**src/hdl/spi_pkg.sv**
```systemverilog
`default_nettype none

package spi_pkg;

   // Field width of each coordinate on the stream and number of coordinates per word.
   localparam int FIELD_BITS = 32;
   localparam int NUM_COORDS = 8;

   // Pipeline control shared by the front and every divider cell: advance strobe and the stage's valid.
   typedef struct packed {
      logic en;
      logic vld;
   } stage_ctl_type;

endpackage

`default_nettype wire

```
**src/hdl/spi_div_cell.sv**
```systemverilog
`default_nettype none

module spi_div_cell #(
   parameter int C    = 32,
   parameter int NW   = 99,
   parameter int DW   = 67,
   parameter int SW   = 260,
   parameter int STEP = 0
) (
   input  wire logic                   clock,
   input  wire logic                   reset,
   input  wire spi_pkg::stage_ctl_type ctl,
   input  wire logic [NW-1:0]          rem_x,
   input  wire logic [NW-1:0]          rem_y,
   input  wire logic [C-1:0]           quo_x,
   input  wire logic [C-1:0]           quo_y,
   input  wire logic [DW-1:0]          div,
   input  wire logic [SW-1:0]          side,
   output logic                        vld_ff,
   output logic [NW-1:0]               rem_x_ff,
   output logic [NW-1:0]               rem_y_ff,
   output logic [C-1:0]                quo_x_ff,
   output logic [C-1:0]                quo_y_ff,
   output logic [DW-1:0]               div_ff,
   output logic [SW-1:0]               side_ff
);
   import spi_pkg::*;

   logic [NW-1:0] dsh;
   logic          take_x, take_y;
   logic [NW-1:0] rem_x_in, rem_y_in;
   logic [C-1:0]  quo_x_in, quo_y_in;

   // one restoring step on both lanes against the shared divisor
   assign dsh    = NW'(div) << STEP;
   assign take_x = (rem_x >= dsh);
   assign take_y = (rem_y >= dsh);

   always_comb begin
      rem_x_in       = take_x ? rem_x - dsh : rem_x;
      rem_y_in       = take_y ? rem_y - dsh : rem_y;
      quo_x_in       = quo_x;
      quo_y_in       = quo_y;
      quo_x_in[STEP] = take_x;
      quo_y_in[STEP] = take_y;
   end

   always_ff @(posedge clock) begin
      if (reset) begin
         vld_ff <= 1'b0;
      end else if (ctl.en) begin
         vld_ff <= ctl.vld;
      end
   end

   always_ff @(posedge clock) begin
      if (ctl.en) begin
         rem_x_ff <= rem_x_in;
         rem_y_ff <= rem_y_in;
         quo_x_ff <= quo_x_in;
         quo_y_ff <= quo_y_in;
         div_ff   <= div;
         side_ff  <= side;
      end
   end

endmodule

`default_nettype wire

```
**config.mk**
```make
export PLATFORM = sky130hd
export DESIGN_NAME = spi_div_cell
export DESIGN_NICKNAME = d
export VERILOG_FILES = /design/src/hdl/spi_pkg.sv /design/src/hdl/spi_div_cell.sv
export SDC_FILE = /design/constraint.sdc
export NUM_CORES = 1
export LEC_CHECK = 0
export ABC_AREA = 1
export BUFFER_PORTS_ARGS = -buffer_cell sky130_fd_sc_hd__buf_2
export CAP_MARGIN = 0
export CORE_AREA = 4 4 456 458
export CTS_CLUSTER_SIZE = 14
export DETAILED_ROUTE_END_ITERATION = 10
export DIE_AREA = 0 0 460 462
export GPL_ROUTABILITY_DRIVEN = 0
export GPL_TIMING_DRIVEN = 0
export SLEW_MARGIN = 20
export SYNTH_ARGS = -nofsm -noshare
export SYNTH_HDL_FRONTEND = slang
export SYNTH_SLANG_ARGS = --single-unit
```
**constraint.sdc**
```tcl
create_clock -name clock -period 5.8 [get_ports clock]
set_clock_uncertainty 0.1 [all_clocks]
set_input_delay 0.58 -clock clock [delete_from_list [all_inputs] [get_ports clock]]
set_output_delay 0.58 -clock clock [all_outputs]
set_load 0.01 [all_outputs]
```
==> results.sh, run 1 <==
export IMPL_outcome="finished, final reports clean"
export IMPL_worst_pin_slew_ps=880
export IMPL_synth_cell_type_count=43
export IMPL_power_density_mw_per_mm2=267
export IMPL_grt_max_degree=103
export IMPL_synth_area_per_cell_sq_um=7.69
export IMPL_r2r_slack_ps=4560
export IMPL_cts_clk_slew_worst_paths_ps=60
export IMPL_sw_frac_of_total_pct=33.9
export IMPL_r2r_start="vld_ff"
export IMPL_finalCritPeriodShare_pct=73.5
export IMPL_drt_total_wl_um=259000
export IMPL_critical_path_class="input pin to flop"
export IMPL_cp_endpoint="rem_y_ff[34]"
export IMPL_intPower_uw=9260
export IMPL_numCtsBuffers=78
export IMPL_synthCells=4804
export IMPL_grt_pass1_vias=37800
export IMPL_relSlewSlack_pct=40.9
export IMPL_maxCapViolCount=0
export IMPL_cts_repair_resized=0
export IMPL_dieWidth_um=460
export IMPL_required_ps=6030
export IMPL_synthFlopType="edfxtp_1"
export IMPL_port_buffers=1180
export IMPL_setup_violations=0
export IMPL_yosys_register_bits=590
export IMPL_hold_path_class="input pin to flop"
export IMPL_drt_first_pass_iters=9
export IMPL_cts_buffer_depth=3
export IMPL_hpwl_um=225000
export IMPL_grt_overflow_total=0
export IMPL_finalMaxSlewViolations=0
export IMPL_core_sq_mm=0.204
export IMPL_timing_final_hold_violations=0
export IMPL_netlist_area_sq_mm=0.0369
export IMPL_grt_pass1_wl_um=330000
export IMPL_groute_usage_overall_pct=23.1
export IMPL_ys_seq_area_share_pct=47.9
export IMPL_period_needed_ps=4260
export IMPL_hold_worst_slack_ps=57.7
export IMPL_n_fill_cell=22300
export IMPL_htree_levels=3
export IMPL_row_count=166
export IMPL_drtIter0Drc=4136
export IMPL_clkLatencyLatePin_ps=700
export IMPL_tritoncts="yes"
export IMPL_antenna_found_initial=199
export IMPL_clockPowerShare_pct=36.5
export IMPL_wire_per_inst_um=28.1
export IMPL_synth_edf_count=589
export IMPL_async_reset_ff_share_pct=0
export IMPL_max_freq_ghz=0.235
export IMPL_drc=0
export IMPL_antenna_left=0
export IMPL_yosys_warnings=0
export IMPL_start_util_pct=18.1
export IMPL_start_kind="input pin"
export IMPL_layout_drive_gt1_share_pct=23.1
export IMPL_p_leak_uw=0.0251
export IMPL_final_nets=7139
export IMPL_multiInputGateArea_sq_mm=0.0153
export IMPL_num_vias=40100
export IMPL_numClockSinks=590
export IMPL_die_h_um=462
export IMPL_switchingPower_uw=4740
export IMPL_cp_startpoint="div[60]"
export IMPL_vias_per_cell=4.36
export IMPL_worstPathArrival_ps=4500
export IMPL_syn_nets=5533
export IMPL_rsz0062_at_grt="false"
export IMPL_crit_path_end_kind="flop"
export IMPL_syn2layout_area_growth_pct=42.2
export IMPL_setup_tns_ps=0
export IMPL_rr_worst_depth=3
export IMPL_dieArea_sq_mm=0.213
export IMPL_cts_root_buffer="clkbuf_16"
export IMPL_seq_power_share_pct=38.1
export IMPL_rr_endpoint="vld_ff"
export IMPL_ios=1183
export IMPL_comb_power_share_pct=25.3
export IMPL_peakVddDrop_mv=0.217
export IMPL_cp_max_fo=10
export IMPL_area_sequential_sq_mm=0.0177
power by group through the flow:
stage,sequential [uW],clock (uW),combinational (uW)
2_1_floorplan,5630,0,1200
3_3_place_gp,5500,0,3310
3_5_place_dp,5420,0,3320
4_1_cts,5340,5320,3570
5_1_grt,5370,5470,3760
6_report,5340,5120,3550
registers in the layout, indices dropped and copies added (netlist names):
register  cells
div_ff       67
quo_x_ff     32
quo_y_ff     32
rem_x_ff     99
rem_y_ff     99
side_ff     260
vld_ff        1
synthesized netlist by cell type, types with 18 or more instances:
cell	number	share of area (%)
o21ai_0	64	0.87
a21oi_2	41	0.97
ha_1	134	4.5
inv_2	24	0.24
nand2_2	18	0.30
nand4_1	71	1.2
a21oi_1	94	1.3
nand2_1	1835	19
xnor2_1	87	2.1
nor2_2	28	0.47
nand3b_1	32	0.65
nand3_1	210	2.8
o21ai_2	29	0.69
edfxtp_1	589	48
nor3_1	41	0.56
o21ai_1	42	0.57
inv_1	938	9.5
nor2_1	420	4.3
worst max-delay path, stage by stage:
cell           delay, ps
dlygate4sd3_1        540
buf_2                170
inv_1                360
ha_1                 400
a21oi_1              430
o21ai_0              180
nand2_1              120
nand2_1               50
a21oi_1              260
nand2_1              170
nor2_4               200
nand2_8              130
inv_4                140
clkbuf_1             420
o21ai_1              340
what timing repair did:
item | CTS | global route
endpoints found under the hold margin | 339 | 0
hold buffers | 340 | 0
buffers inserted | 0 | 0
final cells by class:
| class | instances | share of cell area [%] |
|---|---|---|
| Buffer | 35 | 0.550 |
| Inverter | 964 | 6.90 |
| Multi-Input combinational cell | 3215 | 29.2 |
| Sequential cell | 590 | 33.7 |
| Antenna cell | 45 | 0.214 |
| Tap cell | 2688 | 6.40 |
| Clock buffer | 89 | 3.79 |
| Timing Repair Buffer | 1526 | 18.0 |
| Clock inverter | 52 | 1.24 |
routing by layer:
| metal | vias up | global-route usage [%] | wire length (um) |
|---|---|---|---|
| met4 | 46 | 16.1 | 21800 |
| met1 | 18500 | 24.4 | 89600 |
| met2 | 2481 | 39.9 | 123000 |
| li1 | 18300 | - | - |
| met3 | 791 | 6.67 | 23400 |
| met5 | - | 0 | 298 |
worst min-delay path by stage:
stage | cells past startpoint | from | to | slack (ps)
2_1_floorplan | 2 | vld_ff | vld_ff | 430
3_3_place_gp | 2 | vld_ff | vld_ff | 380
3_5_place_dp | 2 | vld_ff | vld_ff | 390
4_1_cts | 3 | rem_x[23] | rem_x_ff[23] | 2
5_1_grt | 1 | div[20] | div_ff[20] | 10
6_report | 1 | div[24] | div_ff[24] | 60
kinds of logic after synthesis:
logic type | count (synthesis) | synth area share (%)
XOR/XNOR | 91 | 2.16
multiplexers | 1 | 0.0271
AO/OA/AOI/OAI | 292 | 4.83
AND/OR/NAND/NOR | 2695 | 29.8
buffers and inverters | 999 | 10.6
adder cells (fa/ha/maj) | 136 | 4.65
flip-flops | 590 | 47.9
per-stage QoR:
stage / utilization [%] / setup WS [ps] / std cells / power [uW] / instance area [sq um]
finish: 25.8 / 1540 / 9204 / 14000 / 52600
CTS: 25.7 / 1730 / 9159 / 14200 / 52400
floorplan: - / 3140 / 4804 / 6830 / 36900
detailed placement: 22.7 / 1370 / 8678 / 8740 / 46400
global route: 25.7 / 1510 / 9181 / 14600 / 52500
global placement: 22.7 / -5880 / 8672 / 8800 / 46200
cell usage in the layout, fill, tap and decap left out, types with 18 or more instances in the layout:
master	instances
inv_2	24
nand4_1	71
inv_1	938
dlygate4sd3_1	340
diode_2	45
o21ai_2	29
nand2_2	18
xnor2_1	87
o21ai_1	42
edfxtp_1	589
a21oi_1	94
clkbuf_16	78
nor2_2	28
a21oi_2	41
o21ai_0	64
nand3b_1	32
nor2_1	420
nand2_1	1835
nor3_1	41
ha_1	134
buf_2	1191
nand3_1	210
Power figures use the tool's default switching activity.
==> inputs of run 2 (changes only) <==
- CORE_AREA: 4 4 456 458 -> 4 4 455 457
- DIE_AREA: 0 0 460 462 -> 0 0 459 461
- clock period: 5.8 -> 3.8 ns (I/O delays scaled with it)
==> results.sh, run 2 (same netlist as run 1, synthesis figures left out) <==
export IMPL_timing_final_hold_violations=0
export IMPL_p_leak_uw=0.0261
export IMPL_numCtsBuffers=77
export IMPL_power_uw=21600
export IMPL_fin_ws_ps=-46.0
export IMPL_antenna_left=0
export IMPL_worstPathArrival_ps=4120
export IMPL_drt_total_wl_um=261000
export IMPL_maxCapViolCount=0
export IMPL_max_stage_delay_ps=540
export IMPL_drc=1
export IMPL_crit_path_end_kind="flop"
export IMPL_final_nets=7375
export IMPL_vias_per_cell=4.35
export IMPL_drt_first_pass_iters=11
export IMPL_max_freq_ghz=0.260
export IMPL_start_util_pct=18.2
export IMPL_seq_power_share_pct=37.8
export IMPL_period_needed_ps=3850
export IMPL_dieWidth_um=459
export IMPL_power_density_mw_per_mm2=393
export IMPL_top_regs="side_ff: 260 flops, rem_x_ff: 99 flops, rem_y_ff: 99 flops"
export IMPL_die_h_um=461
export IMPL_largest_register_ffs=260
export IMPL_cp_max_fo=10
export IMPL_critPathMostFrequentCell="nand2_1"
export IMPL_antenna_found_initial=151
export IMPL_relSlewSlack_pct=42.4
export IMPL_clkLatencyLatePin_ps=720
export IMPL_dieArea_sq_mm=0.212
export IMPL_cts_root_buffer="clkbuf_16"
export IMPL_cts_buffer_depth=3
export IMPL_worst_pin_slew_ps=858
export IMPL_stdcell_area_sq_mm=0.0549
export IMPL_syn2layout_area_growth_pct=48.5
export IMPL_finalMaxSlewViolations=0
export IMPL_cts_clk_slew_worst_paths_ps=70
export IMPL_critPathBufInv=6
export IMPL_clockPowerShare_pct=35.7
export IMPL_start_kind="input pin"
export IMPL_numClockSinks=590
export IMPL_layout_common_cells="nand2_1 (1835), buf_2 (1190), inv_1 (938)"
export IMPL_switchingPower_uw=7420
export IMPL_core_sq_mm=0.204
export IMPL_area_sequential_sq_mm=0.0177
export IMPL_final_util_pct=27.0
export IMPL_peakVddDrop_mv=0.333
export IMPL_row_count=166
export IMPL_cts_setup_buffers=0
export IMPL_groute_usage_overall_pct=23.5
export IMPL_required_ps=4080
export IMPL_setup_violations=2
export IMPL_layout_drive_gt1_share_pct=22.4
export IMPL_multiInputGateArea_sq_mm=0.0153
export IMPL_rsz0062_at_grt="true"
export IMPL_tritoncts="yes"
export IMPL_grt_overflow_total=0
export IMPL_grt_max_degree=96
export IMPL_grt_pass1_wl_um=335000
export IMPL_htree_levels=3
export IMPL_hold_path_class="input pin to flop"
export IMPL_cp_top_family="buffers and inverters"
export IMPL_intPower_uw=14100
export IMPL_wire_per_inst_um=27.6
export IMPL_critical_path_class="input pin to flop"
export IMPL_dpl_instance_area_sq_mm=0.0464
export IMPL_ios=1183
export IMPL_place_worst_setup_slack_ps=-366
export IMPL_num_vias=41000
export IMPL_outcome="finished, violations left"
export IMPL_port_buffers=1180
export IMPL_n_fill_cell=22200
export IMPL_cp_slowest_cell="dlygate4sd3_1"
export IMPL_layout_commonest_cell="nand2_1"
export IMPL_hpwl_um=226000
export IMPL_largest_register="side_ff"
export IMPL_sw_frac_of_total_pct=34.4
export IMPL_violations="design-rule violations, negative setup slack"
export IMPL_comb_power_share_pct=26.4
export IMPL_grt_pass1_vias=38600
export IMPL_crit_path_cell_trace="dlygate4sd3_1, buf_2, inv_1, ha_1, nand2_1, o21ai_0, inv_1, nand2_1, a21oi_1, nand2_1, nor2_4, nand2_8, inv_4, clkbuf_1, o21ai_1"
export IMPL_finalCritPeriodShare_pct=101
export IMPL_drtIter0Drc=4094
## run 2: cell types whose count changed in the layout (fill, tap and decap cells not counted), moves of 2 or more
cell,previous run,this run
clkbuf_1,16,20
clkinv_8,3,1
diode_2,45,31
dlygate4sd3_1,340,576
inv_16,1,3
bufinv_16,10,7
clkinv_1,11,7
clkinv_4,2,4
clkinv_2,7,10
## run 2: power groups by stage
stage	Clock, uW	Combinational (uW)	Sequential (uW)
6_report	7700	5700	8150
4_1_cts	8010	5720	8150
3_3_place_gp	0	5070	8400
2_1_floorplan	0	1840	8590
5_1_grt	8230	6030	8210
3_5_place_dp	0	5090	8270
## run 2: repair_timing
item                                    CTS  global route
gates resized for setup                   0             6
hold buffers                            576             0
endpoints found under the setup margin    0            11
hold endpoints to repair                610             0
## run 2: layer usage
metal	up-vias	share of wire, %	global-route usage, %
li1	18800	-	-
met1	19100	35	25.3
met2	2450	49	41.6
met3	695	8.8	6.50
met4	26	7.1	12.9
met5	-	0.066	0
## run 2: area by class of cell
type                    count  area share, %
well taps                2688           6.13
inverters                 964           6.60
clock inverters            49           1.06
flip-flops and latches    590           32.3
multi-input cells        3215           28.0
diodes                     31          0.141
plain buffers              35          0.534
repair buffers           1763           21.6
clock buffers              94           3.67
## run 2: per-stage QoR
| stage | instances | hold slack [ps] | TNS [ps] |
|---|---|---|---|
| after floorplan | 4804 | 352 | 0 |
| after detailed placement | 8679 | 392 | -2750 |
| after global placement | 8672 | 381 | -4382630 |
| after CTS | 9398 | 3.88 | 0 |
| after global routing | 9408 | 33.3 | -507 |
| final | 9429 | 69.1 | -48.9 |
## run 2: worst register-to-register path: stages (launching register included)
cell and delay, ps:
dfxtp_1 310, mux2i_1 130, nor2_1 50, dlygate4sd3_1 540
## run 2: worst paths after layout
check / startpoint / end / slack [ps] / cells after the start
worst max-delay path: div[65] / rem_y_ff[35] / -50 / 15
worst min-delay path: rem_x[50] / rem_x_ff[50] / 70 / 3
worst max register to register: vld_ff / vld_ff / 2560 / 3
worst min register to register: vld_ff / vld_ff / 950 / 3
